===== config.mk =====
export PLATFORM = sky130hd
export DESIGN_NAME = bresenham_line_stepper_flat
export DESIGN_NICKNAME = d
export VERILOG_FILES = /design/src/blsp_pkg.sv /design/src/blsp_if.sv /design/src/blsp_front.sv /design/src/blsp_fifo.sv /design/src/blsp_back.sv /design/src/bresenham_line_stepper.sv /design/src/flat_wrapper.sv
export SDC_FILE = /design/constraint.sdc
export NUM_CORES = 1
export LEC_CHECK = 0
export BUFFER_PORTS_ARGS = -buffer_cell sky130_fd_sc_hd__buf_4
export CAP_MARGIN = 30
export CELL_PAD_IN_SITES_DETAIL_PLACEMENT = 0
export CELL_PAD_IN_SITES_GLOBAL_PLACEMENT = 1
export CORE_ASPECT_RATIO = 0.8
export CORE_MARGIN = 2
export CORE_UTILIZATION = 50
export DETAILED_ROUTE_END_ITERATION = 10
export GPL_TIMING_DRIVEN = 0
export PLACE_DENSITY = 0.83
export REMOVE_ABC_BUFFERS = 1
export SLEW_MARGIN = 40
export SYNTH_ARGS = -nofsm -noshare
export SYNTH_HDL_FRONTEND = slang
export SYNTH_SLANG_ARGS = --single-unit

===== constraint.sdc =====
create_clock -name i_clk -period 8.1 [get_ports i_clk]
set_input_delay 0 -clock i_clk [delete_from_list [all_inputs] [get_ports i_clk]]
set_output_delay 0 -clock i_clk [all_outputs]
set_load 0.005 [all_outputs]

===== src/blsp_pkg.sv =====
// shared constants and helpers for the bresenham line stepper
// no dependencies; imported by the front end, back end and top level modules
`default_nettype none

package blsp_pkg;

    // item opcodes on the input channel
    localparam logic OP_START = 1'b0;
    localparam logic OP_STEP  = 1'b1;

    // width of one queued command: op, x_dir, y_dir, steep, four coordinates
    // or lengths, and a decision term two bits wider than a coordinate
    function automatic int cmd_width(input int coord_bits);
        return 5 * coord_bits + 6;
    endfunction

endpackage

`default_nettype wire


===== src/blsp_if.sv =====
// channel interfaces for the bresenham line stepper
// blsp_in_if carries start and step items, blsp_pix_if carries pixels
`default_nettype none

interface blsp_in_if #(
    parameter int COORD_BITS = 12
);
    logic                  valid;
    logic                  ready;
    logic                  op;
    logic [COORD_BITS-1:0] x_start;
    logic [COORD_BITS-1:0] y_start;
    logic [COORD_BITS-1:0] x_end;
    logic [COORD_BITS-1:0] y_end;

    modport source (output valid, op, x_start, y_start, x_end, y_end, input ready);
    modport sink   (input valid, op, x_start, y_start, x_end, y_end, output ready);
endinterface

interface blsp_pix_if #(
    parameter int COORD_BITS = 12
);
    logic                  valid;
    logic                  ready;
    logic [COORD_BITS-1:0] pixel_x;
    logic [COORD_BITS-1:0] pixel_y;
    logic                  last_pixel;

    modport source (output valid, pixel_x, pixel_y, last_pixel, input ready);
    modport sink   (input valid, pixel_x, pixel_y, last_pixel, output ready);
endinterface

`default_nettype wire


===== src/blsp_front.sv =====
// front end: takes input beats and classifies them into line commands
// depends on blsp_pkg and blsp_in_if
`default_nettype none

module blsp_front
    import blsp_pkg::*;
#(
    parameter int  COORD_BITS = 12,
    localparam int CMD_W      = cmd_width(COORD_BITS)
) (
    blsp_in_if.sink           i_in,
    output logic              o_cmd_valid,
    input  logic              i_cmd_ready,
    output logic [CMD_W-1:0]  o_cmd
);

    typedef struct packed {
        logic                  op;
        logic                  x_dir;
        logic                  y_dir;
        logic                  steep;
        logic [COORD_BITS-1:0] x0;
        logic [COORD_BITS-1:0] y0;
        logic [COORD_BITS-1:0] major;
        logic [COORD_BITS-1:0] minor;
        logic [COORD_BITS+1:0] decision;
    } t_cmd;

    t_cmd                  w_cmd;
    logic                  w_x_dir;
    logic                  w_y_dir;
    logic [COORD_BITS-1:0] w_dx;
    logic [COORD_BITS-1:0] w_dy;
    logic                  w_steep;
    logic [COORD_BITS-1:0] w_major;
    logic [COORD_BITS-1:0] w_minor;

    assign w_x_dir = i_in.x_end < i_in.x_start;
    assign w_y_dir = i_in.y_end < i_in.y_start;
    assign w_dx    = w_x_dir ? i_in.x_start - i_in.x_end : i_in.x_end - i_in.x_start;
    assign w_dy    = w_y_dir ? i_in.y_start - i_in.y_end : i_in.y_end - i_in.y_start;
    // 45 degree lines and single points count as steep
    assign w_steep = w_dy >= w_dx;
    assign w_major = w_steep ? w_dy : w_dx;
    assign w_minor = w_steep ? w_dx : w_dy;

    always_comb begin
        w_cmd.op       = i_in.op;
        w_cmd.x_dir    = w_x_dir;
        w_cmd.y_dir    = w_y_dir;
        w_cmd.steep    = w_steep;
        w_cmd.x0       = i_in.x_start;
        w_cmd.y0       = i_in.y_start;
        w_cmd.major    = w_major;
        w_cmd.minor    = w_minor;
        // initial term 2*minor - major
        w_cmd.decision = {1'b0, w_minor, 1'b0} - {2'b00, w_major};
    end

    assign o_cmd       = w_cmd;
    assign o_cmd_valid = i_in.valid;
    assign i_in.ready  = i_cmd_ready;

endmodule

`default_nettype wire


===== src/blsp_fifo.sv =====
// two-entry command queue between the front end and the stepper
// depends on nothing but its width parameter
`default_nettype none

module blsp_fifo #(
    parameter int WIDTH = 66
) (
    input  logic             i_clk,
    input  logic             i_rst_n,
    input  logic             i_push,
    input  logic [WIDTH-1:0] i_data,
    output logic             o_ready,
    output logic             o_valid,
    output logic [WIDTH-1:0] o_data,
    input  logic             i_pop
);

    logic [WIDTH-1:0] r_mem [2];
    logic             r_wr_ptr;
    logic             r_rd_ptr;
    logic [1:0]       r_count;

    assign o_ready = !r_count[1];
    assign o_valid = r_count != 2'd0;
    assign o_data  = r_mem[r_rd_ptr];

    always_ff @(posedge i_clk) begin
        if (i_push) begin
            r_mem[r_wr_ptr] <= i_data;
        end
    end

    always_ff @(posedge i_clk) begin
        if (!i_rst_n) begin
            r_wr_ptr <= 1'b0;
            r_rd_ptr <= 1'b0;
            r_count  <= 2'd0;
        end else begin
            if (i_push) begin
                r_wr_ptr <= !r_wr_ptr;
            end
            if (i_pop) begin
                r_rd_ptr <= !r_rd_ptr;
            end
            unique case ({i_push, i_pop})
                2'b10:   r_count <= r_count + 2'd1;
                2'b01:   r_count <= r_count - 2'd1;
                default: r_count <= r_count;
            endcase
        end
    end

endmodule

`default_nettype wire


===== src/blsp_back.sv =====
// back end: walks the line one major-axis step per command, output register
// depends on blsp_pkg and blsp_pix_if
`default_nettype none

module blsp_back
    import blsp_pkg::*;
#(
    parameter int  COORD_BITS = 12,
    localparam int CMD_W      = cmd_width(COORD_BITS)
) (
    input  logic              i_clk,
    input  logic              i_rst_n,
    input  logic              i_cmd_valid,
    output logic              o_cmd_ready,
    input  logic [CMD_W-1:0]  i_cmd,
    blsp_pix_if.source        o_pix
);

    typedef struct packed {
        logic                  op;
        logic                  x_dir;
        logic                  y_dir;
        logic                  steep;
        logic [COORD_BITS-1:0] x0;
        logic [COORD_BITS-1:0] y0;
        logic [COORD_BITS-1:0] major;
        logic [COORD_BITS-1:0] minor;
        logic [COORD_BITS+1:0] decision;
    } t_cmd;

    localparam int DW = COORD_BITS + 2;

    t_cmd                  w_cmd;
    logic [COORD_BITS-1:0] r_cur_x,     n_cur_x;
    logic [COORD_BITS-1:0] r_cur_y,     n_cur_y;
    logic [DW-1:0]         r_decision,  n_decision;
    logic [COORD_BITS-1:0] r_major,     n_major;
    logic [COORD_BITS-1:0] r_minor,     n_minor;
    logic                  r_x_dir,     n_x_dir;
    logic                  r_y_dir,     n_y_dir;
    logic                  r_steep,     n_steep;
    logic [COORD_BITS-1:0] r_remaining, n_remaining;
    logic                  r_active,    n_active;
    logic                  r_out_valid;
    logic [COORD_BITS-1:0] r_out_x;
    logic [COORD_BITS-1:0] r_out_y;
    logic                  r_out_last;

    logic                  w_take;
    logic                  w_start;
    logic                  w_emit;
    logic                  w_last;
    logic                  w_pos;
    logic                  w_move_x;
    logic                  w_move_y;
    logic [DW-1:0]         w_minor2;
    logic [DW-1:0]         w_diff2;
    logic [COORD_BITS-1:0] w_rem_dec;

    assign w_cmd       = t_cmd'(i_cmd);
    assign o_cmd_ready = !r_out_valid || o_pix.ready;
    assign w_take      = i_cmd_valid && o_cmd_ready;
    assign w_start     = w_cmd.op == OP_START;
    // a step with no line in progress is dropped without a pixel
    assign w_emit      = w_start || r_active;

    assign w_pos     = !r_decision[DW-1] && (r_decision != '0);
    assign w_move_x  = r_steep ? w_pos : 1'b1;
    assign w_move_y  = r_steep ? 1'b1 : w_pos;
    assign w_minor2  = {1'b0, r_minor, 1'b0};
    assign w_diff2   = {1'b0, r_minor, 1'b0} - {1'b0, r_major, 1'b0};
    assign w_rem_dec = r_remaining - 1'b1;
    assign w_last    = w_start ? (w_cmd.major == '0) : (w_rem_dec == '0);

    always_comb begin
        n_cur_x     = r_cur_x;
        n_cur_y     = r_cur_y;
        n_decision  = r_decision;
        n_major     = r_major;
        n_minor     = r_minor;
        n_x_dir     = r_x_dir;
        n_y_dir     = r_y_dir;
        n_steep     = r_steep;
        n_remaining = r_remaining;
        n_active    = r_active;
        if (w_take) begin
            if (w_start) begin
                n_cur_x     = w_cmd.x0;
                n_cur_y     = w_cmd.y0;
                n_decision  = w_cmd.decision;
                n_major     = w_cmd.major;
                n_minor     = w_cmd.minor;
                n_x_dir     = w_cmd.x_dir;
                n_y_dir     = w_cmd.y_dir;
                n_steep     = w_cmd.steep;
                n_remaining = w_cmd.major;
                n_active    = w_cmd.major != '0;
            end else if (r_active) begin
                if (w_move_x) begin
                    n_cur_x = r_x_dir ? r_cur_x - 1'b1 : r_cur_x + 1'b1;
                end
                if (w_move_y) begin
                    n_cur_y = r_y_dir ? r_cur_y - 1'b1 : r_cur_y + 1'b1;
                end
                n_decision  = r_decision + (w_pos ? w_diff2 : w_minor2);
                n_remaining = w_rem_dec;
                n_active    = w_rem_dec != '0;
            end
        end
    end

    always_ff @(posedge i_clk) begin
        r_cur_x     <= n_cur_x;
        r_cur_y     <= n_cur_y;
        r_decision  <= n_decision;
        r_major     <= n_major;
        r_minor     <= n_minor;
        r_x_dir     <= n_x_dir;
        r_y_dir     <= n_y_dir;
        r_steep     <= n_steep;
        r_remaining <= n_remaining;
        if (w_take && w_emit) begin
            r_out_x    <= n_cur_x;
            r_out_y    <= n_cur_y;
            r_out_last <= w_last;
        end
    end

    always_ff @(posedge i_clk) begin
        if (!i_rst_n) begin
            r_active    <= 1'b0;
            r_out_valid <= 1'b0;
        end else begin
            r_active <= n_active;
            if (w_take && w_emit) begin
                r_out_valid <= 1'b1;
            end else if (o_pix.ready) begin
                r_out_valid <= 1'b0;
            end
        end
    end

    assign o_pix.valid      = r_out_valid;
    assign o_pix.pixel_x    = r_out_x;
    assign o_pix.pixel_y    = r_out_y;
    assign o_pix.last_pixel = r_out_last;

`ifndef ASSERT_OFF
    a_active_has_rem: assert property (@(posedge i_clk) disable iff (!i_rst_n)
        r_active |-> (r_remaining != '0))
        else $error("line active with no pixels remaining");

    a_emit_fills_out: assert property (@(posedge i_clk) disable iff (!i_rst_n)
        (w_take && w_emit) |=> r_out_valid)
        else $error("emitted pixel did not reach output register");

    a_last_ends_line: assert property (@(posedge i_clk) disable iff (!i_rst_n)
        (w_take && w_emit && w_last) |=> !r_active)
        else $error("line still active after its last pixel");

    a_drop_no_pixel: assert property (@(posedge i_clk) disable iff (!i_rst_n)
        (w_take && !w_emit && !r_out_valid) |=> !r_out_valid)
        else $error("pixel produced by a step with no line");
`endif

endmodule

`default_nettype wire


===== src/bresenham_line_stepper.sv =====
// bresenham line stepper top level: front end, command queue, stepper
// depends on blsp_pkg, blsp_if, blsp_front, blsp_fifo and blsp_back
// an accepted beat is registered in the queue, then stepped into the output register;
//   its pixel is then held on o_pix until taken
// throughput: one item per cycle while o_pix is ready, else the stepper stalls;
//   reset (sync, active low) empties the queue, drops the line, clears valid, ready stays high

`default_nettype none

module bresenham_line_stepper
    import blsp_pkg::*;
#(
    parameter int COORD_BITS = 12
) (
    input  wire         i_clk,
    input  wire         i_rst_n,
    blsp_in_if.sink     i_in,
    blsp_pix_if.source  o_pix
);

    // one queued command: classified start item or plain step request
    localparam int CMD_W = cmd_width(COORD_BITS);

    logic             w_front_valid;
    logic             w_front_ready;
    logic [CMD_W-1:0] w_front_cmd;
    logic             w_q_valid;
    logic             w_q_ready;
    logic [CMD_W-1:0] w_q_cmd;

    // front end: octant, axis lengths and initial decision term for start beats
    blsp_front #(
        .COORD_BITS (COORD_BITS)
    ) u_front (
        .i_in        (i_in),
        .o_cmd_valid (w_front_valid),
        .i_cmd_ready (w_front_ready),
        .o_cmd       (w_front_cmd)
    );

    // two-entry queue so input and output stalls stay independent
    // once an output stall fills it, input ready returns the cycle after the next pop
    blsp_fifo #(
        .WIDTH (CMD_W)
    ) u_fifo (
        .i_clk   (i_clk),
        .i_rst_n (i_rst_n),
        .i_push  (w_front_valid && w_front_ready),
        .i_data  (w_front_cmd),
        .o_ready (w_front_ready),
        .o_valid (w_q_valid),
        .o_data  (w_q_cmd),
        .i_pop   (w_q_valid && w_q_ready)
    );

    // stepper: holds line state, emits one pixel per start or active-line step into an output register
    blsp_back #(
        .COORD_BITS (COORD_BITS)
    ) u_back (
        .i_clk       (i_clk),
        .i_rst_n     (i_rst_n),
        .i_cmd_valid (w_q_valid),
        .o_cmd_ready (w_q_ready),
        .i_cmd       (w_q_cmd),
        .o_pix       (o_pix)
    );

endmodule

`default_nettype wire

===== src/flat_wrapper.sv =====
// flat-port wrapper written by rule: the top's interface ports become plain ports
module bresenham_line_stepper_flat import blsp_pkg::*;
#(
    parameter int COORD_BITS = 12
)
  (i_clk, i_rst_n, i_in_valid, i_in_op, i_in_x_start, i_in_y_start, i_in_x_end, i_in_y_end, i_in_ready, o_pix_valid, o_pix_pixel_x, o_pix_pixel_y, o_pix_last_pixel, o_pix_ready);
  blsp_in_if #(.COORD_BITS(COORD_BITS)) i_in_i ();
  blsp_pix_if #(.COORD_BITS(COORD_BITS)) o_pix_i ();
  input  wire i_clk;
  input  wire i_rst_n;
  input wire logic [$bits(i_in_i.valid)-1:0] i_in_valid;
  input wire logic [$bits(i_in_i.op)-1:0] i_in_op;
  input wire logic [$bits(i_in_i.x_start)-1:0] i_in_x_start;
  input wire logic [$bits(i_in_i.y_start)-1:0] i_in_y_start;
  input wire logic [$bits(i_in_i.x_end)-1:0] i_in_x_end;
  input wire logic [$bits(i_in_i.y_end)-1:0] i_in_y_end;
  output wire logic [$bits(i_in_i.ready)-1:0] i_in_ready;
  output wire logic [$bits(o_pix_i.valid)-1:0] o_pix_valid;
  output wire logic [$bits(o_pix_i.pixel_x)-1:0] o_pix_pixel_x;
  output wire logic [$bits(o_pix_i.pixel_y)-1:0] o_pix_pixel_y;
  output wire logic [$bits(o_pix_i.last_pixel)-1:0] o_pix_last_pixel;
  input wire logic [$bits(o_pix_i.ready)-1:0] o_pix_ready;
  assign i_in_i.valid = i_in_valid;
  assign i_in_i.op = i_in_op;
  assign i_in_i.x_start = i_in_x_start;
  assign i_in_i.y_start = i_in_y_start;
  assign i_in_i.x_end = i_in_x_end;
  assign i_in_i.y_end = i_in_y_end;
  assign i_in_ready = i_in_i.ready;
  assign o_pix_valid = o_pix_i.valid;
  assign o_pix_pixel_x = o_pix_i.pixel_x;
  assign o_pix_pixel_y = o_pix_i.pixel_y;
  assign o_pix_last_pixel = o_pix_i.last_pixel;
  assign o_pix_i.ready = o_pix_ready;
  bresenham_line_stepper #(.COORD_BITS(COORD_BITS)) u_core (.i_clk(i_clk), .i_rst_n(i_rst_n), .i_in(i_in_i), .o_pix(o_pix_i));
endmodule

* Word level (Yosys, flattened, before mapping) *
Memories as Yosys holds them, arrays and structs flattened. A register that Yosys moved wholly into a read port is not among the register bits.
Index checks and enable logic that the tools add are counted.

word-level totals
  word-level logic and storage cells = 91
  register bits = 108
  memory bits (writable) = 132
  bits of input ports = 53
  memories = 1

memory list
  memory               depth  width  read ports  clocked after memory_dff  wr ports  RTL line         source
  u_core.u_fifo.r_mem  2      66     1           1                         1         blsp_fifo.sv:18  logic [WIDTH-1:0] r_mem [2];

operators by class
  equality and inequality tests = 3
  $add $sub $neg = 14
  multiplexer cells = 31
  magnitude comparators = 3
  reduce and logical (&&, ||, !) cells = 21
  bitwise operators = 1

operators with widths
  kind                                                                  number
  12-bit 2-to-1 mux                                                     16
  12-bit subtractor                                                     4
  14-bit 2-to-1 mux                                                     3
  12-bit by 1-bit subtractor with 12-bit output, second input constant  3
  12-bit by 1-bit adder with 12-bit output, second input constant       2
  12-bit zero test                                                      2
  12-bit < comparator                                                   2
  12-bit nonzero test                                                   2
  14-bit adder                                                          1
  14-bit nonzero test                                                   1
  13-bit by 12-bit subtractor with 14-bit output                        1
  13-bit by 13-bit subtractor with 14-bit output                        1
  12-bit greater-or-equal comparator                                    1
  1-bit 2-to-1 mux                                                      11
  2-bit nonzero test                                                    3
  1-bit zero test                                                       5
  1-bit logical AND                                                     4
  2-bit case mux with 2 select lines                                    1
  2-bit AND reduction                                                   2
  2-bit by 1-bit adder with 2-bit output, second input constant         1
  2-bit by 1-bit == test with 1-bit output, second input constant       1
  2-bit == test, second input constant                                  1
  1-bit logical OR                                                      2
  2-bit by 1-bit != test with 1-bit output, second input constant       1
  other kinds (2)                                                       2

* Depth between registers and ports, before layout *
Gate-level depths: netlist of run 1.

  word-level depth = 7
  depth in mapped cells = 38
  depth with buffers taken out = 35

* Cells and area by module *
From an unflattened synthesis of run 1, not the netlist that was laid out.

unflattened totals
  cells, all modules = 1310
  area total of the unflattened synthesis = 14599.0 µm²

by module, submodules not included
  module                  seq. area each (µm²)  cells each  area an instance (µm²)  instances
  blsp_back               2862.7                607         6182.2                  1
  blsp_fifo               4063.9                227         4983.5                  1
  blsp_front              0.0                   474         3420.8                  1
  bresenham_line_stepper  0.0                   2           12.5                    1

* Worst setup path before layout of run 1 *
Ideal clock, no wire load.

  kind = input -> register
  from = in i_in_x_end[0]
  to = mem u_core.u_fifo.r_mem[0][11], data pin
  arrival time = 6.693 ns
  setup slack = 1.137 ns
  library setup time = 0.271 ns
  required time = 7.829 ns
  cell stages on the path = 37
  buffers on the path = 4
  cells stage by stage = inv_1 ha_1 inv_1 fa_1 a21o_1 nand3_1 a211oi_2 a31o_2 buf_4 a211oi_1 o31ai_1 nand2_1 nand3_1 o2bb2ai_1 a31oi_1 xor2_1 ha_1 nand2_1 nor2_1 a211oi_1 o21a_1 inv_1 buf_1 buf_1 buf_1 a21o_1 ha_1 nand2_1 o211ai_1 a22oi_1 o22a_1 maj3_2 o22a_1 nor4_2 o2111ai_1 nand3_1 or3b_1

between the ends
  word-level cells in the longest chain between the ends = 5
  elaborated cells on any way between the ends = 8
  those cells by class = add/sub (3); order compare (2); mux (3)

ends and longest elaborated chain
  what                                                      RTL line                            source
  start, declared                                           flat_wrapper.sv:15                  input wire logic [$bits(i_in_i.x_end)-1:0] i_in_x_end;
  12-bit subtractor or 12-bit < comparator (tied branches)  blsp_front.sv:40, blsp_front.sv:38
  12-bit 2-to-1 mux *                                       blsp_front.sv:40                    assign w_dx = w_x_dir ? i_in.x_start - i_in.x_end : i_in.x_end - i_in.x_start;
  12-bit greater-or-equal comparator *                      blsp_front.sv:43                    assign w_steep = w_dy >= w_dx;
  net u_core.u_fifo.i_data[62]                              blsp_fifo.sv:11                     input logic [WIDTH-1:0] i_data,
  12-bit 2-to-1 mux, on equally long branches               blsp_front.sv:45, blsp_front.sv:44
  13-bit by 12-bit subtractor with 14-bit output *          blsp_front.sv:57                    w_cmd.decision = {1'b0, w_minor, 1'b0} - {2'b00, w_major};
  net u_core.u_fifo.i_data[11]                              blsp_fifo.sv:11
  end, declared                                             blsp_fifo.sv:18

The timed path passes the listed nets; every way through them passes the cells marked *.

* Worst setup path after layout of run 1 *
  from = in i_in_x_start[5]
  to = mem u_core.u_fifo.r_mem[0][11], data pin

between the ends
  word-level cells in the longest chain between the ends = 5
  elaborated cells on any way between the ends = 8
  those cells by class = add/sub (3); order compare (2); mux (3)

ends and longest elaborated chain
  what                                                      RTL line                            source
  start, declared                                           flat_wrapper.sv:13                  input wire logic [$bits(i_in_i.x_start)-1:0] i_in_x_start;
  12-bit subtractor or 12-bit < comparator (tied branches)  blsp_front.sv:40, blsp_front.sv:38
  12-bit 2-to-1 mux *                                       blsp_front.sv:40
  12-bit greater-or-equal comparator                        blsp_front.sv:43
  12-bit 2-to-1 mux, on equally long branches               blsp_front.sv:45, blsp_front.sv:44
  13-bit by 12-bit subtractor with 14-bit output *          blsp_front.sv:57
  net u_core.u_fifo.i_data[11]                              blsp_fifo.sv:11

Marked as above.

==> out/metrics.cfg, run 1 <==
[logic_synthesis]
avgSynthCellArea_um2=10.9
synth_edf_count=208
ys_types=82
async_flop_share=0
ys_warn_count=0
ys_ff_latch=239
synth_seq_area_share=0.486
netlist_instances=1296
syn_area_mm2=0.0141
synth_flop_cell=edfxtp_1

[timing]
hold_violations=0
post-route-period-util=0.946
max-slew-margin-rel=0.464
worst_slew_pin_slew_ps=804
slew_violations=0
period_minus_slack_ps=7660
setup_viol_count_final=0
fmax_mhz=131
finClkSkew_ps=9.89
grt_setup_unrepaired=no

[finish]
drive_gt1_frac=0.148
nets=1579
fill_cells=2313
final_cell_mix=edfxtp_1, inv_1, ha_1
multiInputGateArea_mm2=0.00671
regArea_mm2=0.00687
fin_util=0.589
diodes=0
areaGrowthSynthToFinish_pct=16.9
layout_commonest_cell=edfxtp_1

[place]
hpwl_um=24000
gp_congestion=0.833
io_buffers=79

[die]
start_util=0.504
dieArea_mm2=0.0296
coreArea_mm2=0.0281
dieHeight_um=154
io_pins=80
die_w_um=192
row_count=55

[clock_network]
htreeDepth=1
cts_tree=yes
clockRootBuffer=clkbuf_16
cts_inserted_buffers=26
postCtsSetupBuffers=0
clock_sinks=239
clk_pin_slew_ps=60
clock_latency_ps=530
cts_buffer_depth=3

[run]
maxCapViolCount=0

[power_and_ir_drop]
p_per_area_mw_per_mm2=417
ir_worst_vdd_mv=0.298
p_total_mw=6.90
leakage_nw=6.61

[global_route]
grt_max_degree=38
grtUsageMet1=0.325
grtUsageMet2=0.352
grt_pass1_wl_um=52000
grt_pass1_vias=9811
met3_usage=0.0379
antenna_found_initial=0
busiest_layer=met2
grt-ovfl-total=0
grtUsageTotal=0.223

[worst_setup_path]
crit_fanout=34
cp-start-kind=input pin
worst_ep_arrival_time_ps=7930
required_ps=8370
end_kind=register
cpPeakStageDelay_ps=530
worstSetupPathType=in -> reg
crit_path_top_delay_cell=dlygate4sd3_1

[route]
ant_nets=0
first_iter_violations=601
first_pass_iters=6
routed_wl_um=32900
via_per_inst=5.58
drc_errors=0
wire_per_inst_um=18.3
vias=10000

[status]
status=complete, no violations

[min_path]
worstHoldPathType=in -> reg

[critical path: cells and delay by family]
kind | cells | cell delay, ps
buffers and inverters | 4 | 1100
xor gates and xnor gates | 1 | 350
AOI/OAI and AO/OA | 14 | 3670
and+or+nand+nor | 9 | 1390
adders and majority gates | 4 | 1380
[worst paths after layout]
path / depth (start not counted) / start / slack [ps] / end
max: 32 / i_in_x_start[5] / 440 / u_core.u_fifo.r_mem[0][11]$_DFFE_PP_
min: 4 / i_in_valid / 30 / u_core.u_fifo.r_wr_ptr$_SDFFE_PN0P_
max reg2reg: 21 / u_core.u_back.r_decision[1]$_DFFE_PP_ / 2800 / u_core.u_back.r_decision[13]$_DFFE_PP_
min reg2reg: 2 / u_core.u_back.r_cur_y[3]$_DFF_P_ / 530 / u_core.u_back.r_cur_y[3]$_DFF_P_
[registers in the layout, indices dropped and copies added, names as in the netlist, 2 cells and up, named ones only]
register                     cells
u_core.u_back.o_pix.pixel_x     12
u_core.u_back.o_pix.pixel_y     12
u_core.u_back.r_cur_x           12
u_core.u_back.r_cur_y           12
u_core.u_back.r_decision        14
u_core.u_back.r_major           12
u_core.u_back.r_minor           12
u_core.u_back.r_remaining       12
u_core.u_fifo.r_count            2
u_core.u_fifo.r_mem            130
[power breakdown]
group	switching (mW)	internal, mW	total (mW)	leakage [nW]
registers	0.210	2.03	2.24	2.20
clock network	0.481	0.745	1.23	0.431
logic	1.98	1.45	3.43	3.98
total	2.67	4.23	6.90	6.61
[timing repair]
item,4_1_cts,5_1_grt
hold endpoints to repair,57,0
pin swaps,0,0
resized for setup,1,5
cloned,0,1
endpoints found under the setup margin,2,12
hold buffers,27,0
[cells in the mapped netlist (4+ instances only)]
cell type / number / area [um2]
a211oi_1: 17 / 128
a21boi_0: 8 / 60.1
a21o_1: 20 / 150
a21oi_1: 108 / 541
a22o_1: 8 / 70.1
a311oi_1: 4 / 35.0
a31oi_1: 6 / 37.5
and2_1: 13 / 81.3
and3_1: 4 / 25.0
buf_1: 10 / 37.5
clkbuf_1: 21 / 78.8
dfxtp_1: 31 / 621
edfxtp_1: 208 / 6250
fa_1: 9 / 180
ha_1: 109 / 1360
inv_1: 132 / 495
mux2_2: 40 / 450
mux2i_1: 49 / 490
nand2_1: 79 / 297
nand2b_1: 11 / 68.8
nand3_1: 12 / 60.1
nand4_1: 5 / 31.3
nor2_1: 88 / 330
nor2b_1: 14 / 87.6
nor3_1: 13 / 65.1
nor4_1: 6 / 37.5
o21a_1: 9 / 67.6
o21ai_0: 65 / 325
o21bai_1: 22 / 165
o221ai_1: 15 / 131
o22ai_1: 8 / 50.1
o32ai_1: 5 / 43.8
o41ai_1: 4 / 35.0
or3_1: 5 / 31.3
xnor2_1: 54 / 473
xor2_1: 16 / 140
[cells by family (layout without fill, tap and decap cells)]
logic type	Yosys count	in the layout	synth area share
simple gates	264	264	0.0878
fa+ha+maj	121	121	0.111
buf+inv	173	304	0.0477
flops	239	239	0.486
xor+xnor	72	72	0.0457
mux	90	90	0.0674
compound gates	337	338	0.154
[metrics by stage]
step | setup WS, ps | hold WS, ps | TNS [ps] | instances | instance area, um2
2_1_floorplan | 970 | 98.9 | 0 | 1259 | 14000
3_3_place_gp | -1640 | 194 | -109220 | 1708 | 15000
3_5_place_dp | -542 | 196 | -4360 | 1722 | 15300
4_1_cts | 41.9 | 30.3 | 0 | 1797 | 16500
5_1_grt | 6.26 | 40.1 | 0 | 1798 | 16500
6_report | 439 | 32.6 | 0 | 1798 | 16500
[layout make-up]
type | count | share of cell area
Clock buffer | 40 | 0.0462
Clock inverter | 8 | 0.00757
Inverter | 136 | 0.0312
Multi-Input combinational cell | 885 | 0.406
Sequential cell | 239 | 0.416
Tap cell | 370 | 0.0280
Timing Repair Buffer | 120 | 0.0657
[metal layers]
metal / share of wire / vias up
met5: 0 / -
met4: 0.015 / 0
met3: 0.057 / 38
met2: 0.45 / 253
met1: 0.48 / 4783
li1: - / 4961
Power figures use the tool's default switching activity.
==> run 2, diff against run 1 <==
--- a/config.mk
+++ b/config.mk
@@ -5,8 +5,7 @@
 export SDC_FILE = /design/constraint.sdc
 export NUM_CORES = 1
 export LEC_CHECK = 0
-export BUFFER_PORTS_ARGS = -buffer_cell sky130_fd_sc_hd__buf_4
-export CAP_MARGIN = 30
+export BUFFER_PORTS_ARGS = -buffer_cell sky130_fd_sc_hd__buf_2
 export CELL_PAD_IN_SITES_DETAIL_PLACEMENT = 0
 export CELL_PAD_IN_SITES_GLOBAL_PLACEMENT = 1
 export CORE_ASPECT_RATIO = 0.8
@@ -14,7 +13,7 @@
 export CORE_UTILIZATION = 50
 export DETAILED_ROUTE_END_ITERATION = 10
 export GPL_TIMING_DRIVEN = 0
-export PLACE_DENSITY = 0.83
+export PLACE_DENSITY_LB_ADDON = 0.12
 export REMOVE_ABC_BUFFERS = 1
 export SLEW_MARGIN = 40
 export SYNTH_ARGS = -nofsm -noshare
==> out/metrics.cfg, run 2 (synthesis results as in run 1) <==
[status]
status=complete, no violations

[worst_setup_path]
crit_path_top_delay_cell=dlygate4sd3_1
r2r-start=u_core.u_back.r_decision[1]$_DFFE_PP_
crit_family=compound AO/OA/AOI/OAI gates
r2r_end=u_core.u_back.r_decision[13]$_DFFE_PP_
cp-start-kind=input pin
worst_ep_arrival_time_ps=7750
required_ps=8380
worstSetupPathType=in -> reg
critPathBufInv=5
cpPeakStageDelay_ps=530
end_kind=register
r2r_cells=21
r2r_slack_ps=2910
crit_fanout=34

[run]
maxCapViolCount=0

[die]
die_w_um=192
start_util=0.504
dieHeight_um=154
dieArea_mm2=0.0296
coreArea_mm2=0.0281
io_pins=80
row_count=55

[route]
via_per_inst=5.57
drc_errors=0
ant_nets=0
wire_per_inst_um=18.4
first_iter_violations=601
routed_wl_um=33200
first_pass_iters=5
vias=10000

[finish]
nets=1585
final_cell_mix=edfxtp_1, inv_1, ha_1
finalNonFillerCells=1803
multiInputGateArea_mm2=0.00670
fin_util=0.580
top_register=u_core.u_fifo.r_mem
largest_register_ffs=130
areaGrowthSynthToFinish_pct=15.2
regArea_mm2=0.00687
drive_gt1_frac=0.151
diodes=0
layout_commonest_cell=edfxtp_1
top_regs=u_core.u_fifo.r_mem (130), u_core.u_back.r_decision (14)
fill_cells=2392

[power_and_ir_drop]
leakage_nw=6.53
p_total_mw=6.75
p_per_area_mw_per_mm2=414
ir_worst_vdd_mv=0.255

[global_route]
grt-ovfl-total=0
busiest_layer=met1
grtUsageTotal=0.227
grt_pass1_vias=9587
met3_usage=0.0393
grt_pass1_wl_um=52600
grt_max_degree=38
grtUsageMet2=0.343
antenna_found_initial=0
grtUsageMet1=0.346

[min_path]
worstHoldPathType=in -> reg
worstHoldPathCells=2
hold_start=i_in_op
min_delay_worst_endpoint=u_core.u_fifo.r_mem[0][65]$_DFFE_PP_

[clock_network]
clock_latency_ps=550
clock_sinks=239
cts_inserted_buffers=26
clockRootBuffer=clkbuf_16
htreeDepth=1
clk_pin_slew_ps=60
cts_buffer_depth=3
cts_tree=yes

[place]
place_ws_ps=-725
dp.cells=1722
gp_congestion=0.844
hpwl_um=24100
io_buffers=79

[timing]
finClkSkew_ps=14.2
post-route-period-util=0.922
grt_setup_unrepaired=no
slew_violations=0
max-slew-margin-rel=0.456
fmax_mhz=134
period_minus_slack_ps=7470
fin_setup_tns_ps=0
setup_viol_count_final=0
setup_ws_ps=632
hold_violations=0
worst_slew_pin_slew_ps=813

==> run 2: what timing repair did <==
action,in CTS,in global routing
hold buffers,29,0
endpoints found under the hold margin,63,0
endpoints found under the setup margin,8,14
gates cloned,0,1
buffers inserted,0,4
gates resized for setup,1,6
==> run 2: area by class of cell <==
class,instances,share of cell area
sequential,239,0.422
timing repair buffer,126,0.0571
clock buffer,31,0.0424
inverter,136,0.0317
clock inverter,16,0.00684
tap,370,0.0284
multi-input combinational,885,0.412
==> run 2: worst max-delay path by stage <==
stage                          from  depth (start not counted)                                endpoint
floorplan             i_in_x_end[0]                         34    u_core.u_fifo.r_mem[0][11]$_DFFE_PP_
global placement           register                          3  u_core.u_back.r_decision[13]$_DFFE_PP_
detailed placement    i_in_x_end[0]                         33    u_core.u_fifo.r_mem[1][12]$_DFFE_PP_
CTS                 i_in_x_start[6]                         34    u_core.u_fifo.r_mem[0][11]$_DFFE_PP_
global route        i_in_x_start[6]                         34    u_core.u_fifo.r_mem[0][11]$_DFFE_PP_
finish              i_in_x_start[6]                         34    u_core.u_fifo.r_mem[1][11]$_DFFE_PP_
==> run 2: power by group <==
group | switching (mW) | internal, mW
Sequential | 0.204 | 2.03
Combinational | 1.98 | 1.40
Clock | 0.490 | 0.639
Total | 2.67 | 4.08
==> run 2: layer usage <==
layer	vias up	routed length, um	part of all wire
met1	4814	16600	0.50
met5	-	0	0
met2	224	14200	0.43
li1	4961	-	-
met3	41	1840	0.055
met4	0	550	0.017
==> run 2: through the flow <==
step	area [um2]	hold WS (ps)
floorplan	14000	98.9
global placement	14800	197
detailed placement	15100	201
CTS	16200	172
global route	16300	214
finish	16300	197
